### config.mk
export PLATFORM = sky130hd
export DESIGN_NAME = encoder_speed_meter_core_flat
export DESIGN_NICKNAME = d
export VERILOG_FILES = /design/src/rtl/core/esm_pkg.sv /design/src/rtl/core/esm_if.sv /design/src/rtl/core/esm_serial_mul.sv /design/src/rtl/core/esm_serial_div.sv /design/src/rtl/core/encoder_speed_meter_core.sv /design/src/flat_wrapper.sv
export VERILOG_INCLUDE_DIRS = /design/src /design/src/rtl/core
export SDC_FILE = /design/constraint.sdc
export NUM_CORES = 2
export LEC_CHECK = 0
export BUFFER_PORTS_ARGS = -buffer_cell sky130_fd_sc_hd__buf_2
export CORE_UTILIZATION = 45
export CTS_CLUSTER_SIZE = 14
export DETAILED_ROUTE_END_ITERATION = 10
export PLACE_DENSITY_LB_ADDON = 0.25
export SYNTH_ARGS = -nofsm -noshare
export SYNTH_HDL_FRONTEND = slang
export SYNTH_SLANG_ARGS = --single-unit
### constraint.sdc
create_clock -name clk -period 8.3 [get_ports clk]
set_clock_uncertainty 0.1 [all_clocks]
set_input_delay 0.83 -clock clk [delete_from_list [all_inputs] [get_ports clk]]
set_output_delay 0.83 -clock clk [all_outputs]
set_load 0.05 [all_outputs]
### src/rtl/core/encoder_speed_meter_core_defines.svh
// assertion macros for the encoder speed meter core
`ifndef ENCODER_SPEED_METER_CORE_DEFINES_SVH
`define ENCODER_SPEED_METER_CORE_DEFINES_SVH

`ifndef ASSERT_OFF

// property must hold at every edge outside reset
`define ESM_ASSERT(label, clk, rst_n, prop) \
    label: assert property (@(posedge clk) disable iff (!rst_n) prop) \
        else $error("esm assertion failed");

// condition must never be true outside reset
`define ESM_NEVER(label, clk, rst_n, expr) \
    label: assert property (@(posedge clk) disable iff (!rst_n) !(expr)) \
        else $error("esm forbidden condition seen");

`else

`define ESM_ASSERT(label, clk, rst_n, prop)
`define ESM_NEVER(label, clk, rst_n, expr)

`endif

`endif

### src/rtl/core/esm_pkg.sv
package esm_pkg;

    // default sizes of the count and window counters
    localparam int ESM_COUNT_BITS        = 20;
    localparam int ESM_WINDOW_COUNT_BITS = 16;

    // field widths
    localparam int WIN_LEN_W = 24;
    localparam int EPR_W     = 16;
    localparam int TS_W      = 32;
    localparam int SPEED_W   = 32;
    localparam int TOTAL_W   = 32;

    // configuration port
    localparam int CFG_IDX_W  = 1;
    localparam int CFG_DATA_W = 24;
    localparam logic [CFG_IDX_W-1:0] CFG_WINDOW_LENGTH = 1'b0;
    localparam logic [CFG_IDX_W-1:0] CFG_EDGES_PER_REV = 1'b1;

    localparam logic [WIN_LEN_W-1:0] WIN_LEN_RESET = 24'd88888;
    localparam logic [EPR_W-1:0]     EPR_RESET     = 16'd540;

    // operation codes
    localparam logic OP_EDGE       = 1'b0;
    localparam logic OP_WINDOW_END = 1'b1;

    // 60e6 us per minute times 16 for four fraction bits
    localparam int                 SCALE_W     = 30;
    localparam logic [SCALE_W-1:0] SPEED_SCALE = 30'd960000000;

    localparam logic [SPEED_W-1:0] SPEED_POS_MAX = 32'h7FFF_FFFF;
    localparam logic [SPEED_W-1:0] SPEED_NEG_MAX = 32'h8000_0000;

    // quotient from the serial divider
    typedef struct packed {
        logic [SPEED_W-1:0] quotient;
        logic               overflow;
    } esm_div_res_t;

endpackage

### src/rtl/core/esm_if.sv
// event request channel
interface esm_in_if
    import esm_pkg::*;
    ();

    logic            valid;
    logic            ready;
    logic            operation;
    logic [TS_W-1:0] timestamp_us;
    logic            direction;

    modport source (
        output valid,
        output operation,
        output timestamp_us,
        output direction,
        input  ready
    );

    modport sink (
        input  valid,
        input  operation,
        input  timestamp_us,
        input  direction,
        output ready
    );

endinterface

// speed result channel
interface esm_out_if
    import esm_pkg::*;
    ();

    logic                      valid;
    logic                      ready;
    logic signed [SPEED_W-1:0] speed_rpm_x16;
    logic signed [TOTAL_W-1:0] total_count;
    logic                      interval_error;

    modport source (
        output valid,
        output speed_rpm_x16,
        output total_count,
        output interval_error,
        input  ready
    );

    modport sink (
        input  valid,
        input  speed_rpm_x16,
        input  total_count,
        input  interval_error,
        output ready
    );

endinterface

### src/rtl/core/esm_serial_mul.sv
module esm_serial_mul
    import esm_pkg::*;
#(
    parameter int A_W = 24,
    parameter int B_W = 16
)
(
    input  logic               clk,
    input  logic               rst_n,
    input  logic               start,
    input  logic [A_W-1:0]     a,
    input  logic [B_W-1:0]     b,
    output logic               busy,
    output logic [A_W+B_W-1:0] product
);

    localparam int CNT_W = $clog2(B_W + 1);

    logic [A_W-1:0]     a_reg;
    logic [A_W+B_W-1:0] acc_reg;
    logic [A_W+B_W-1:0] acc_next;
    logic [CNT_W-1:0]   cnt_reg;
    logic               busy_reg;
    logic [A_W:0]       sum;

    // one multiplier bit per cycle, lsb first, product shifts right
    always_comb
    begin
        sum      = {1'b0, acc_reg[A_W+B_W-1:B_W]} + (acc_reg[0] ? {1'b0, a_reg} : '0);
        acc_next = {sum, acc_reg[B_W-1:1]};
    end

    // control
    always_ff @(posedge clk or negedge rst_n)
    begin
        if (!rst_n)
        begin
            busy_reg <= 1'b0;
            cnt_reg  <= '0;
        end
        else if (start)
        begin
            busy_reg <= 1'b1;
            cnt_reg  <= CNT_W'(B_W);
        end
        else if (busy_reg)
        begin
            cnt_reg <= cnt_reg - 1'b1;
            if (cnt_reg == CNT_W'(1))
            begin
                busy_reg <= 1'b0;
            end
        end
    end

    // datapath
    always_ff @(posedge clk)
    begin
        if (start)
        begin
            a_reg   <= a;
            acc_reg <= {{A_W{1'b0}}, b};
        end
        else if (busy_reg)
        begin
            acc_reg <= acc_next;
        end
    end

    assign busy    = busy_reg;
    assign product = acc_reg;

endmodule

### src/rtl/core/esm_serial_div.sv
module esm_serial_div
    import esm_pkg::*;
#(
    parameter int NUM_W = 50,
    parameter int DEN_W = 66
)
(
    input  logic             clk,
    input  logic             rst_n,
    input  logic             start,
    input  logic [NUM_W-1:0] num,
    input  logic [DEN_W-1:0] den,
    output logic             busy,
    output esm_div_res_t     res
);

    localparam int CNT_W = $clog2(NUM_W + 1);

    logic [NUM_W-1:0]   num_reg;
    logic [DEN_W-1:0]   den_reg;
    logic [DEN_W-1:0]   rem_reg;
    logic [SPEED_W-1:0] quo_reg;
    logic               ovf_reg;
    logic [CNT_W-1:0]   cnt_reg;
    logic               busy_reg;
    logic [DEN_W:0]     trial;
    logic [DEN_W+1:0]   diff;
    logic               fits;

    // restoring step: bring in one dividend bit, subtract if it fits
    always_comb
    begin
        trial = {rem_reg, num_reg[NUM_W-1]};
        diff  = {1'b0, trial} - {2'b00, den_reg};
        fits  = !diff[DEN_W+1];
    end

    // control
    always_ff @(posedge clk or negedge rst_n)
    begin
        if (!rst_n)
        begin
            busy_reg <= 1'b0;
            cnt_reg  <= '0;
        end
        else if (start)
        begin
            busy_reg <= 1'b1;
            cnt_reg  <= CNT_W'(NUM_W);
        end
        else if (busy_reg)
        begin
            cnt_reg <= cnt_reg - 1'b1;
            if (cnt_reg == CNT_W'(1))
            begin
                busy_reg <= 1'b0;
            end
        end
    end

    // datapath, quotient bits past the low word fold into a sticky flag
    always_ff @(posedge clk)
    begin
        if (start)
        begin
            num_reg <= num;
            den_reg <= den;
            rem_reg <= '0;
            quo_reg <= '0;
            ovf_reg <= 1'b0;
        end
        else if (busy_reg)
        begin
            num_reg <= {num_reg[NUM_W-2:0], 1'b0};
            rem_reg <= fits ? diff[DEN_W-1:0] : trial[DEN_W-1:0];
            quo_reg <= {quo_reg[SPEED_W-2:0], fits};
            ovf_reg <= ovf_reg | quo_reg[SPEED_W-1];
        end
    end

    assign busy         = busy_reg;
    assign res.quotient = quo_reg;
    assign res.overflow = ovf_reg;

endmodule

### src/rtl/core/encoder_speed_meter_core.sv
// edge request: taken while idle, no result
// window end without edges: straight to ST_DONE, then into the result register once it is free
// window end with edges: the window and scale multipliers run in ST_MUL, the interval
//   multiplier in ST_DEN and the bit-serial divider in ST_DIV, then ST_DONE
// one request in flight; the result register frees the input side while it waits
// rst_n is asynchronous: counters, totals and tail gap clear, registers take defaults
`include "encoder_speed_meter_core_defines.svh"

module encoder_speed_meter_core
    import esm_pkg::*;
#(
    parameter int COUNT_BITS        = ESM_COUNT_BITS,
    parameter int WINDOW_COUNT_BITS = ESM_WINDOW_COUNT_BITS
)
(
    input  logic                  clk,
    input  logic                  rst_n,
    input  logic                  cfg_wr_en,
    input  logic [CFG_IDX_W-1:0]  cfg_index,
    input  logic [CFG_DATA_W-1:0] cfg_wr_data,
    esm_in_if.sink                events,
    esm_out_if.source             results
);

    localparam int WPROD_W = WIN_LEN_W + WINDOW_COUNT_BITS;
    localparam int IVAL_W  = ((WPROD_W > TS_W) ? WPROD_W : TS_W) + 2;
    localparam int IMAG_W  = IVAL_W - 1;
    localparam int DEN_W   = IMAG_W + EPR_W;
    localparam int NUM_W   = COUNT_BITS + SCALE_W;

    typedef enum logic [4:0] {
        ST_IDLE = 5'b00001,
        ST_MUL  = 5'b00010,
        ST_DEN  = 5'b00100,
        ST_DIV  = 5'b01000,
        ST_DONE = 5'b10000
    } state_t;

    state_t state_reg;

    logic [WIN_LEN_W-1:0]         window_length_reg;
    logic [EPR_W-1:0]             epr_reg;
    logic [COUNT_BITS-1:0]        edge_count_reg;
    logic [TS_W-1:0]              last_edge_reg;
    logic [WINDOW_COUNT_BITS-1:0] windows_reg;
    logic [TS_W-1:0]              prev_gap_reg;
    logic [TOTAL_W-1:0]           total_reg;
    logic signed [TS_W:0]         diff_reg;
    logic                         neg_reg;
    logic [SPEED_W-1:0]           speed_reg;
    logic                         err_reg;
    logic                         out_valid_reg;
    logic [SPEED_W-1:0]           out_speed_reg;
    logic [TOTAL_W-1:0]           out_total_reg;
    logic                         out_err_reg;

    logic                         ev_accept;
    logic                         win_end;
    logic                         has_edges;
    logic [TS_W-1:0]              tail;
    logic [COUNT_BITS-1:0]        mag;
    logic [WINDOW_COUNT_BITS-1:0] windows_inc;
    logic                         mul_start;
    logic                         den_start;
    logic                         div_start;
    logic                         win_busy;
    logic                         num_busy;
    logic                         den_busy;
    logic                         div_busy;
    logic [WPROD_W-1:0]           win_prod;
    logic [NUM_W-1:0]             num_prod;
    logic [DEN_W-1:0]             den_prod;
    logic signed [IVAL_W-1:0]     ival;
    logic                         ival_pos;
    logic [EPR_W-1:0]             epr_eff;
    esm_div_res_t                 div_res;
    logic [SPEED_W-1:0]           speed_sat;
    logic                         out_free;

    // request decode
    always_comb
    begin
        ev_accept   = events.valid && events.ready;
        win_end     = events.operation == OP_WINDOW_END;
        has_edges   = edge_count_reg != '0;
        tail        = events.timestamp_us - last_edge_reg;
        mag         = edge_count_reg[COUNT_BITS-1] ? (~edge_count_reg + 1'b1) : edge_count_reg;
        windows_inc = windows_reg + 1'b1;
        mul_start   = ev_accept && win_end && has_edges;
        epr_eff     = (epr_reg == '0) ? EPR_W'(1) : epr_reg;
        out_free    = !out_valid_reg || results.ready;
    end

    // interval = window length * windows + previous tail gap - tail gap
    always_comb
    begin
        ival      = $signed(IVAL_W'(win_prod)) + IVAL_W'(diff_reg);
        ival_pos  = !ival[IVAL_W-1] && (ival != '0);
        den_start = (state_reg == ST_MUL) && !win_busy && !num_busy && ival_pos;
        div_start = (state_reg == ST_DEN) && !den_busy;
    end

    // saturate the quotient and apply the sign
    always_comb
    begin
        if (!neg_reg)
        begin
            speed_sat = (div_res.overflow || div_res.quotient[SPEED_W-1]) ?
                        SPEED_POS_MAX : div_res.quotient;
        end
        else if (div_res.overflow ||
                 (div_res.quotient[SPEED_W-1] && (div_res.quotient[SPEED_W-2:0] != '0)))
        begin
            speed_sat = SPEED_NEG_MAX;
        end
        else
        begin
            speed_sat = ~div_res.quotient + 1'b1;
        end
    end

    // configuration registers
    always_ff @(posedge clk or negedge rst_n)
    begin
        if (!rst_n)
        begin
            window_length_reg <= WIN_LEN_RESET;
            epr_reg           <= EPR_RESET;
        end
        else if (cfg_wr_en)
        begin
            case (cfg_index)
                CFG_WINDOW_LENGTH: window_length_reg <= cfg_wr_data[WIN_LEN_W-1:0];
                CFG_EDGES_PER_REV: epr_reg           <= cfg_wr_data[EPR_W-1:0];
                default: ;
            endcase
        end
    end

    // measurement state
    always_ff @(posedge clk or negedge rst_n)
    begin
        if (!rst_n)
        begin
            edge_count_reg <= '0;
            last_edge_reg  <= '0;
            windows_reg    <= '0;
            prev_gap_reg   <= '0;
            total_reg      <= '0;
        end
        else if (ev_accept)
        begin
            if (!win_end)
            begin
                last_edge_reg  <= events.timestamp_us;
                edge_count_reg <= events.direction ? edge_count_reg + 1'b1
                                                   : edge_count_reg - 1'b1;
            end
            else
            begin
                total_reg <= total_reg + TOTAL_W'($signed(edge_count_reg));
                if (has_edges)
                begin
                    edge_count_reg <= '0;
                    windows_reg    <= '0;
                    prev_gap_reg   <= tail;
                end
                else
                begin
                    windows_reg <= windows_inc;
                end
            end
        end
    end

    // sequencer
    always_ff @(posedge clk or negedge rst_n)
    begin
        if (!rst_n)
        begin
            state_reg <= ST_IDLE;
        end
        else
        begin
            case (state_reg)
                ST_IDLE:
                begin
                    if (ev_accept && win_end)
                    begin
                        state_reg <= has_edges ? ST_MUL : ST_DONE;
                    end
                end
                ST_MUL:
                begin
                    if (!win_busy && !num_busy)
                    begin
                        state_reg <= ival_pos ? ST_DEN : ST_DONE;
                    end
                end
                ST_DEN:
                begin
                    if (!den_busy)
                    begin
                        state_reg <= ST_DIV;
                    end
                end
                ST_DIV:
                begin
                    if (!div_busy)
                    begin
                        state_reg <= ST_DONE;
                    end
                end
                ST_DONE:
                begin
                    if (out_free)
                    begin
                        state_reg <= ST_IDLE;
                    end
                end
                default: state_reg <= ST_IDLE;
            endcase
        end
    end

    // working values of one window computation
    always_ff @(posedge clk)
    begin
        if (ev_accept && win_end)
        begin
            diff_reg  <= $signed({1'b0, prev_gap_reg}) - $signed({1'b0, tail});
            neg_reg   <= edge_count_reg[COUNT_BITS-1];
            speed_reg <= '0;
            err_reg   <= 1'b0;
        end
        else if ((state_reg == ST_MUL) && !win_busy && !num_busy && !ival_pos)
        begin
            err_reg <= 1'b1;
        end
        else if ((state_reg == ST_DIV) && !div_busy)
        begin
            speed_reg <= speed_sat;
        end
    end

    // result register
    always_ff @(posedge clk or negedge rst_n)
    begin
        if (!rst_n)
        begin
            out_valid_reg <= 1'b0;
        end
        else if ((state_reg == ST_DONE) && out_free)
        begin
            out_valid_reg <= 1'b1;
        end
        else if (results.ready)
        begin
            out_valid_reg <= 1'b0;
        end
    end

    always_ff @(posedge clk)
    begin
        if ((state_reg == ST_DONE) && out_free)
        begin
            out_speed_reg <= speed_reg;
            out_total_reg <= total_reg;
            out_err_reg   <= err_reg;
        end
    end

    // window length times windows since the last update
    esm_serial_mul #(
        .A_W (WIN_LEN_W),
        .B_W (WINDOW_COUNT_BITS)
    ) u_win_mul (
        .clk     (clk),
        .rst_n   (rst_n),
        .start   (mul_start),
        .a       (window_length_reg),
        .b       (windows_inc),
        .busy    (win_busy),
        .product (win_prod)
    );

    // edge count magnitude times the rpm scale
    esm_serial_mul #(
        .A_W (SCALE_W),
        .B_W (COUNT_BITS)
    ) u_num_mul (
        .clk     (clk),
        .rst_n   (rst_n),
        .start   (mul_start),
        .a       (SPEED_SCALE),
        .b       (mag),
        .busy    (num_busy),
        .product (num_prod)
    );

    // interval times edges per revolution
    esm_serial_mul #(
        .A_W (IMAG_W),
        .B_W (EPR_W)
    ) u_den_mul (
        .clk     (clk),
        .rst_n   (rst_n),
        .start   (den_start),
        .a       (ival[IMAG_W-1:0]),
        .b       (epr_eff),
        .busy    (den_busy),
        .product (den_prod)
    );

    esm_serial_div #(
        .NUM_W (NUM_W),
        .DEN_W (DEN_W)
    ) u_div (
        .clk   (clk),
        .rst_n (rst_n),
        .start (div_start),
        .num   (num_prod),
        .den   (den_prod),
        .busy  (div_busy),
        .res   (div_res)
    );

    // channel outputs
    assign events.ready           = state_reg == ST_IDLE;
    assign results.valid          = out_valid_reg;
    assign results.speed_rpm_x16  = $signed(out_speed_reg);
    assign results.total_count    = $signed(out_total_reg);
    assign results.interval_error = out_err_reg;

    // checks
    `ESM_ASSERT(a_count_cleared, clk, rst_n, (mul_start) |=> (edge_count_reg == '0 && windows_reg == '0))
    `ESM_ASSERT(a_total_hold, clk, rst_n, (state_reg != ST_IDLE) |=> $stable(total_reg))
    `ESM_ASSERT(a_div_follows, clk, rst_n, (state_reg == ST_DEN && !den_busy) |=> div_busy)
    `ESM_NEVER(a_ready_while_busy, clk, rst_n, events.ready && (win_busy || num_busy || den_busy || div_busy))

endmodule
### src/flat_wrapper.sv
// flat-port wrapper written by rule: the top's interface ports become plain ports
module encoder_speed_meter_core_flat import esm_pkg::*;
#(
    parameter int COUNT_BITS        = ESM_COUNT_BITS,
    parameter int WINDOW_COUNT_BITS = ESM_WINDOW_COUNT_BITS
)
  (clk, rst_n, cfg_wr_en, cfg_index, cfg_wr_data, events_valid, events_operation, events_timestamp_us, events_direction, events_ready, results_valid, results_speed_rpm_x16, results_total_count, results_interval_error, results_ready);
  esm_in_if events_i ();
  esm_out_if results_i ();
  input  logic clk;
  input  logic rst_n;
  input  logic cfg_wr_en;
  input  logic [CFG_IDX_W-1:0] cfg_index;
  input  logic [CFG_DATA_W-1:0] cfg_wr_data;
  input wire logic [$bits(events_i.valid)-1:0] events_valid;
  input wire logic [$bits(events_i.operation)-1:0] events_operation;
  input wire logic [$bits(events_i.timestamp_us)-1:0] events_timestamp_us;
  input wire logic [$bits(events_i.direction)-1:0] events_direction;
  output wire logic [$bits(events_i.ready)-1:0] events_ready;
  output wire logic [$bits(results_i.valid)-1:0] results_valid;
  output wire logic [$bits(results_i.speed_rpm_x16)-1:0] results_speed_rpm_x16;
  output wire logic [$bits(results_i.total_count)-1:0] results_total_count;
  output wire logic [$bits(results_i.interval_error)-1:0] results_interval_error;
  input wire logic [$bits(results_i.ready)-1:0] results_ready;
  assign events_i.valid = events_valid;
  assign events_i.operation = events_operation;
  assign events_i.timestamp_us = events_timestamp_us;
  assign events_i.direction = events_direction;
  assign events_ready = events_i.ready;
  assign results_valid = results_i.valid;
  assign results_speed_rpm_x16 = results_i.speed_rpm_x16;
  assign results_total_count = results_i.total_count;
  assign results_interval_error = results_i.interval_error;
  assign results_i.ready = results_ready;
  encoder_speed_meter_core #(.COUNT_BITS(COUNT_BITS), .WINDOW_COUNT_BITS(WINDOW_COUNT_BITS)) u_core (.clk(clk), .rst_n(rst_n), .cfg_wr_en(cfg_wr_en), .cfg_index(cfg_index), .cfg_wr_data(cfg_wr_data), .events(events_i), .results(results_i));
endmodule
==> flow_metrics.env <==
export IMPL_outcome="complete, no violations"
export IMPL_wl_per_cell_um=16.0
export IMPL_cts_hold_buffers=0
export IMPL_startpoint="u_core.u_win_mul.product[0]"
export IMPL_worst_setup_path_end_kind="flip-flop"
export IMPL_ys_seq_elements=744
export IMPL_viasPerCell=5.47
export IMPL_clockBufferDepth=3
export IMPL_drc=0
export IMPL_synth_xor_area_share_pct=5.52
export IMPL_worstSkewPairLatency_ns=0.65
export IMPL_grt_max_degree=116
export IMPL_start_kind="flip-flop"
export IMPL_synth_distinct_cells=92
export IMPL_synth_seq_area_share_pct=44.7
export IMPL_min_period_over_period_pct=68.3
export IMPL_die_w_um=310
export IMPL_yosysTopAreaCell="edfxtp_1"
export IMPL_syn_nets=4905
export IMPL_maxCapViolCount=0
export IMPL_yosys_top_cells_area="edfxtp_1 23%, dfrtp_1 11%, dfxtp_1 10%, ha_1 8.6%, o21ai_0 4.4%"
export IMPL_syn_area_per_cell_um2=9.44
export IMPL_ff2ff_setup_slack_ns=2.63
export IMPL_coreArea_um2=93700
export IMPL_yosys_warnings=0
export IMPL_critical_path_peak_fanout=32
export IMPL_place_hpwl_um=67200
export IMPL_antenna_found_initial=1
export IMPL_ir_drop_mv=0.250
export IMPL_dieArea_um2=96400
export IMPL_wirelength_um=95000
export IMPL_r2r_start="u_core.u_win_mul.product[0]"
export IMPL_synthAdderAreaFrac_pct=9.07
export IMPL_post_cts_buffers=0
export IMPL_yosys_most_used_dff="edfxtp_1"
export IMPL_cts_buffers=83
export IMPL_criticalPathCategory="flip-flop to flip-flop"
export IMPL_synth_mux_area_share_pct=3.79
export IMPL_cts_tree="built"
export IMPL_first_pass_iters=5
export IMPL_hold_viol=0
export IMPL_clock_sinks=744
export IMPL_ant_nets=0
export IMPL_grt_pass1_wl_um=157000
export IMPL_synth_compound_area_share_pct=18.1
export IMPL_stdcell_area_um2=47400
export IMPL_grt_use_total_pct=19.9
export IMPL_grt_pass1_vias=30700
export IMPL_gp_congestion=0.890
export IMPL_drtIter0Drc=2110
export IMPL_nNetsFinal=4968
export IMPL_postPlaceCellArea_um2=44600
export IMPL_die_h_um=310
export IMPL_synth_top_area_share_pct=22.7
export IMPL_num_rows=112
export IMPL_leakagePower_uw=0.0205
export IMPL_drv_slew=0
export IMPL_critPathArrivalTime_ns=5.87
export IMPL_fmax_ghz=0.176
export IMPL_use_met1_pct=27.7
export IMPL_grt_use_met2_pct=32.2
export IMPL_hp_class="input pin to async pin"
export IMPL_max_slew_margin_pct=21.4
export IMPL_synth_edf_count=323
export IMPL_finalSetupViolations=0
export IMPL_cts_htree_levels=3
export IMPL_num_io_pins=131
export IMPL_stdcell_count=5923
export IMPL_postCtsResizedCells=0
export IMPL_power_density_nw_per_um2=391
export IMPL_gr_usage_met3_pct=2.45
export IMPL_rsz0062_at_grt="false"
export IMPL_placed_cells=5768
export IMPL_syn_instance_count=4536
export IMPL_diodes=0
export IMPL_async_flop_share_pct=27.3
export IMPL_portBuffers=130
export IMPL_grt_remaining_overflow=0
export IMPL_final_period_minus_worst_setup_slack_ns=5.67
export IMPL_vias=32400
export IMPL_drive_gt1_share_pct=9.17
export IMPL_tightest_slew_ns=1.18
export IMPL_synth_area_um2=42800
export IMPL_clkTransAtPathRegs_ns=0.06
export IMPL_synth_top_family_by_area="compound AO/OA/AOI/OAI gates"
export IMPL_yosys_area_share_simple_pct=15.3
export IMPL_top_usage_layer="met2"
export IMPL_area_growth_pct=10.7
export IMPL_initial_core_util_pct=45.7
export IMPL_root_buffer="clkbuf_16"
export IMPL_required_ns=8.50
export IMPL_tns_ns=0
## critical path: stages (launching register included)
cell and delay [ns]:
edfxtp_1 0.80, ha_1 0.31, a211oi_1 0.11, o21ai_0 0.21, nand3_1 0.17, a2111oi_0 0.94, nor2_1 0.14, o21ai_0 0.31
a41oi_1 0.17, xnor2_1 0.30, nor2_1 0.07, a31oi_1 0.47, nor2b_4 0.71, buf_4 0.48
## cell families after synthesis
group           count (synthesis)
buf+inv                       387
mux                           155
fa+ha+maj                     305
xor+xnor                      270
compound gates               1264
flops                         744
simple gates                 1411
## synth_stat cells, types with 22 or more instances
cell type	n
xor2_1	122
or3_1	35
and3_1	43
and2_1	77
mux2_2	57
nand3_1	65
o21bai_1	41
a211oi_1	41
nand2_1	492
o211ai_1	23
nor3_1	75
clkbuf_1	154
o31ai_1	32
nor2b_1	38
dfrtp_1	189
a31oi_1	53
nand4_1	22
inv_1	205
a21o_1	118
nand2b_1	53
o21ai_0	380
dfxtp_1	218
edfxtp_1	323
o21a_1	44
a21oi_1	377
nor2_1	403
ha_1	296
mux2i_1	98
xnor2_1	148
## cell usage in the layout (no fill, tap or decap), drive strengths merged, types with 16 or more instances in the layout
master,n
nor2,404
nand3,65
inv,211
nand2b,53
o21bai,41
o21a,44
a21oi,377
xor2,122
nor4,16
xnor2,148
a21o,118
buf,156
mux2i,98
edfxtp,323
clkbuf,100
a31oi,53
and3,43
o31ai,32
ha,296
or3,37
dfrtp,189
nand2,493
and2,77
nor2b,38
clkinv,35
a211oi,41
o21ai,384
dfxtp,218
mux2,57
nand3b,19
o211ai,23
or2,20
nand4,22
nor3,75
o41ai,18
## per-stage QoR
stage / hold slack, ns / worst slack, ns / utilization [%] / power, uW
floorplan: 0.303 / 2.68 / - / 12700
global placement: 0.311 / 2.18 / 47.6 / 14600
detailed placement: 0.308 / 2.13 / 47.6 / 14800
CTS: 0.200 / 2.61 / 50.6 / 18600
global route: 0.251 / 2.16 / 50.6 / 20000
finish: 0.189 / 2.63 / 50.6 / 18500
## final timing paths
path | end | cells after the start
max | u_core.u_den_mul.a_reg[24] | 13
min | u_core.last_edge_reg[26] | 1
max reg2reg | u_core.u_den_mul.a_reg[24] | 13
min reg2reg | u_core.results.speed_rpm_x16[11] | 0
max in group asynchronous | u_core.u_num_mul.busy | 2
min in group clk | u_core.last_edge_reg[31] | 3
## per-layer routing
metal	part of all wire [%]	wire, um
met1	49	46400
met2	46	43300
met3	3.6	3420
met4	1.9	1850
met5	0	0
## layout make-up
type,instances,area (um^2)
Inverter,209,790
Timing Repair Buffer,156,868
Sequential cell,744,19200
Clock inverter,55,531
Tap cell,1254,1570
Clock buffer,100,2260
Multi-Input combinational cell,3405,22200
Fill cell,8669,46300
## power breakdown
part	total [uW]	internal [uW]	leakage, uW	switching (uW)
clock network	3730	2180	0.00135	1560
logic	9020	3780	0.0118	5230
registers	5770	5060	0.00738	711
total	18500	11000	0.0205	7500
No activity file was read; power rests on OpenSTA's default activity.
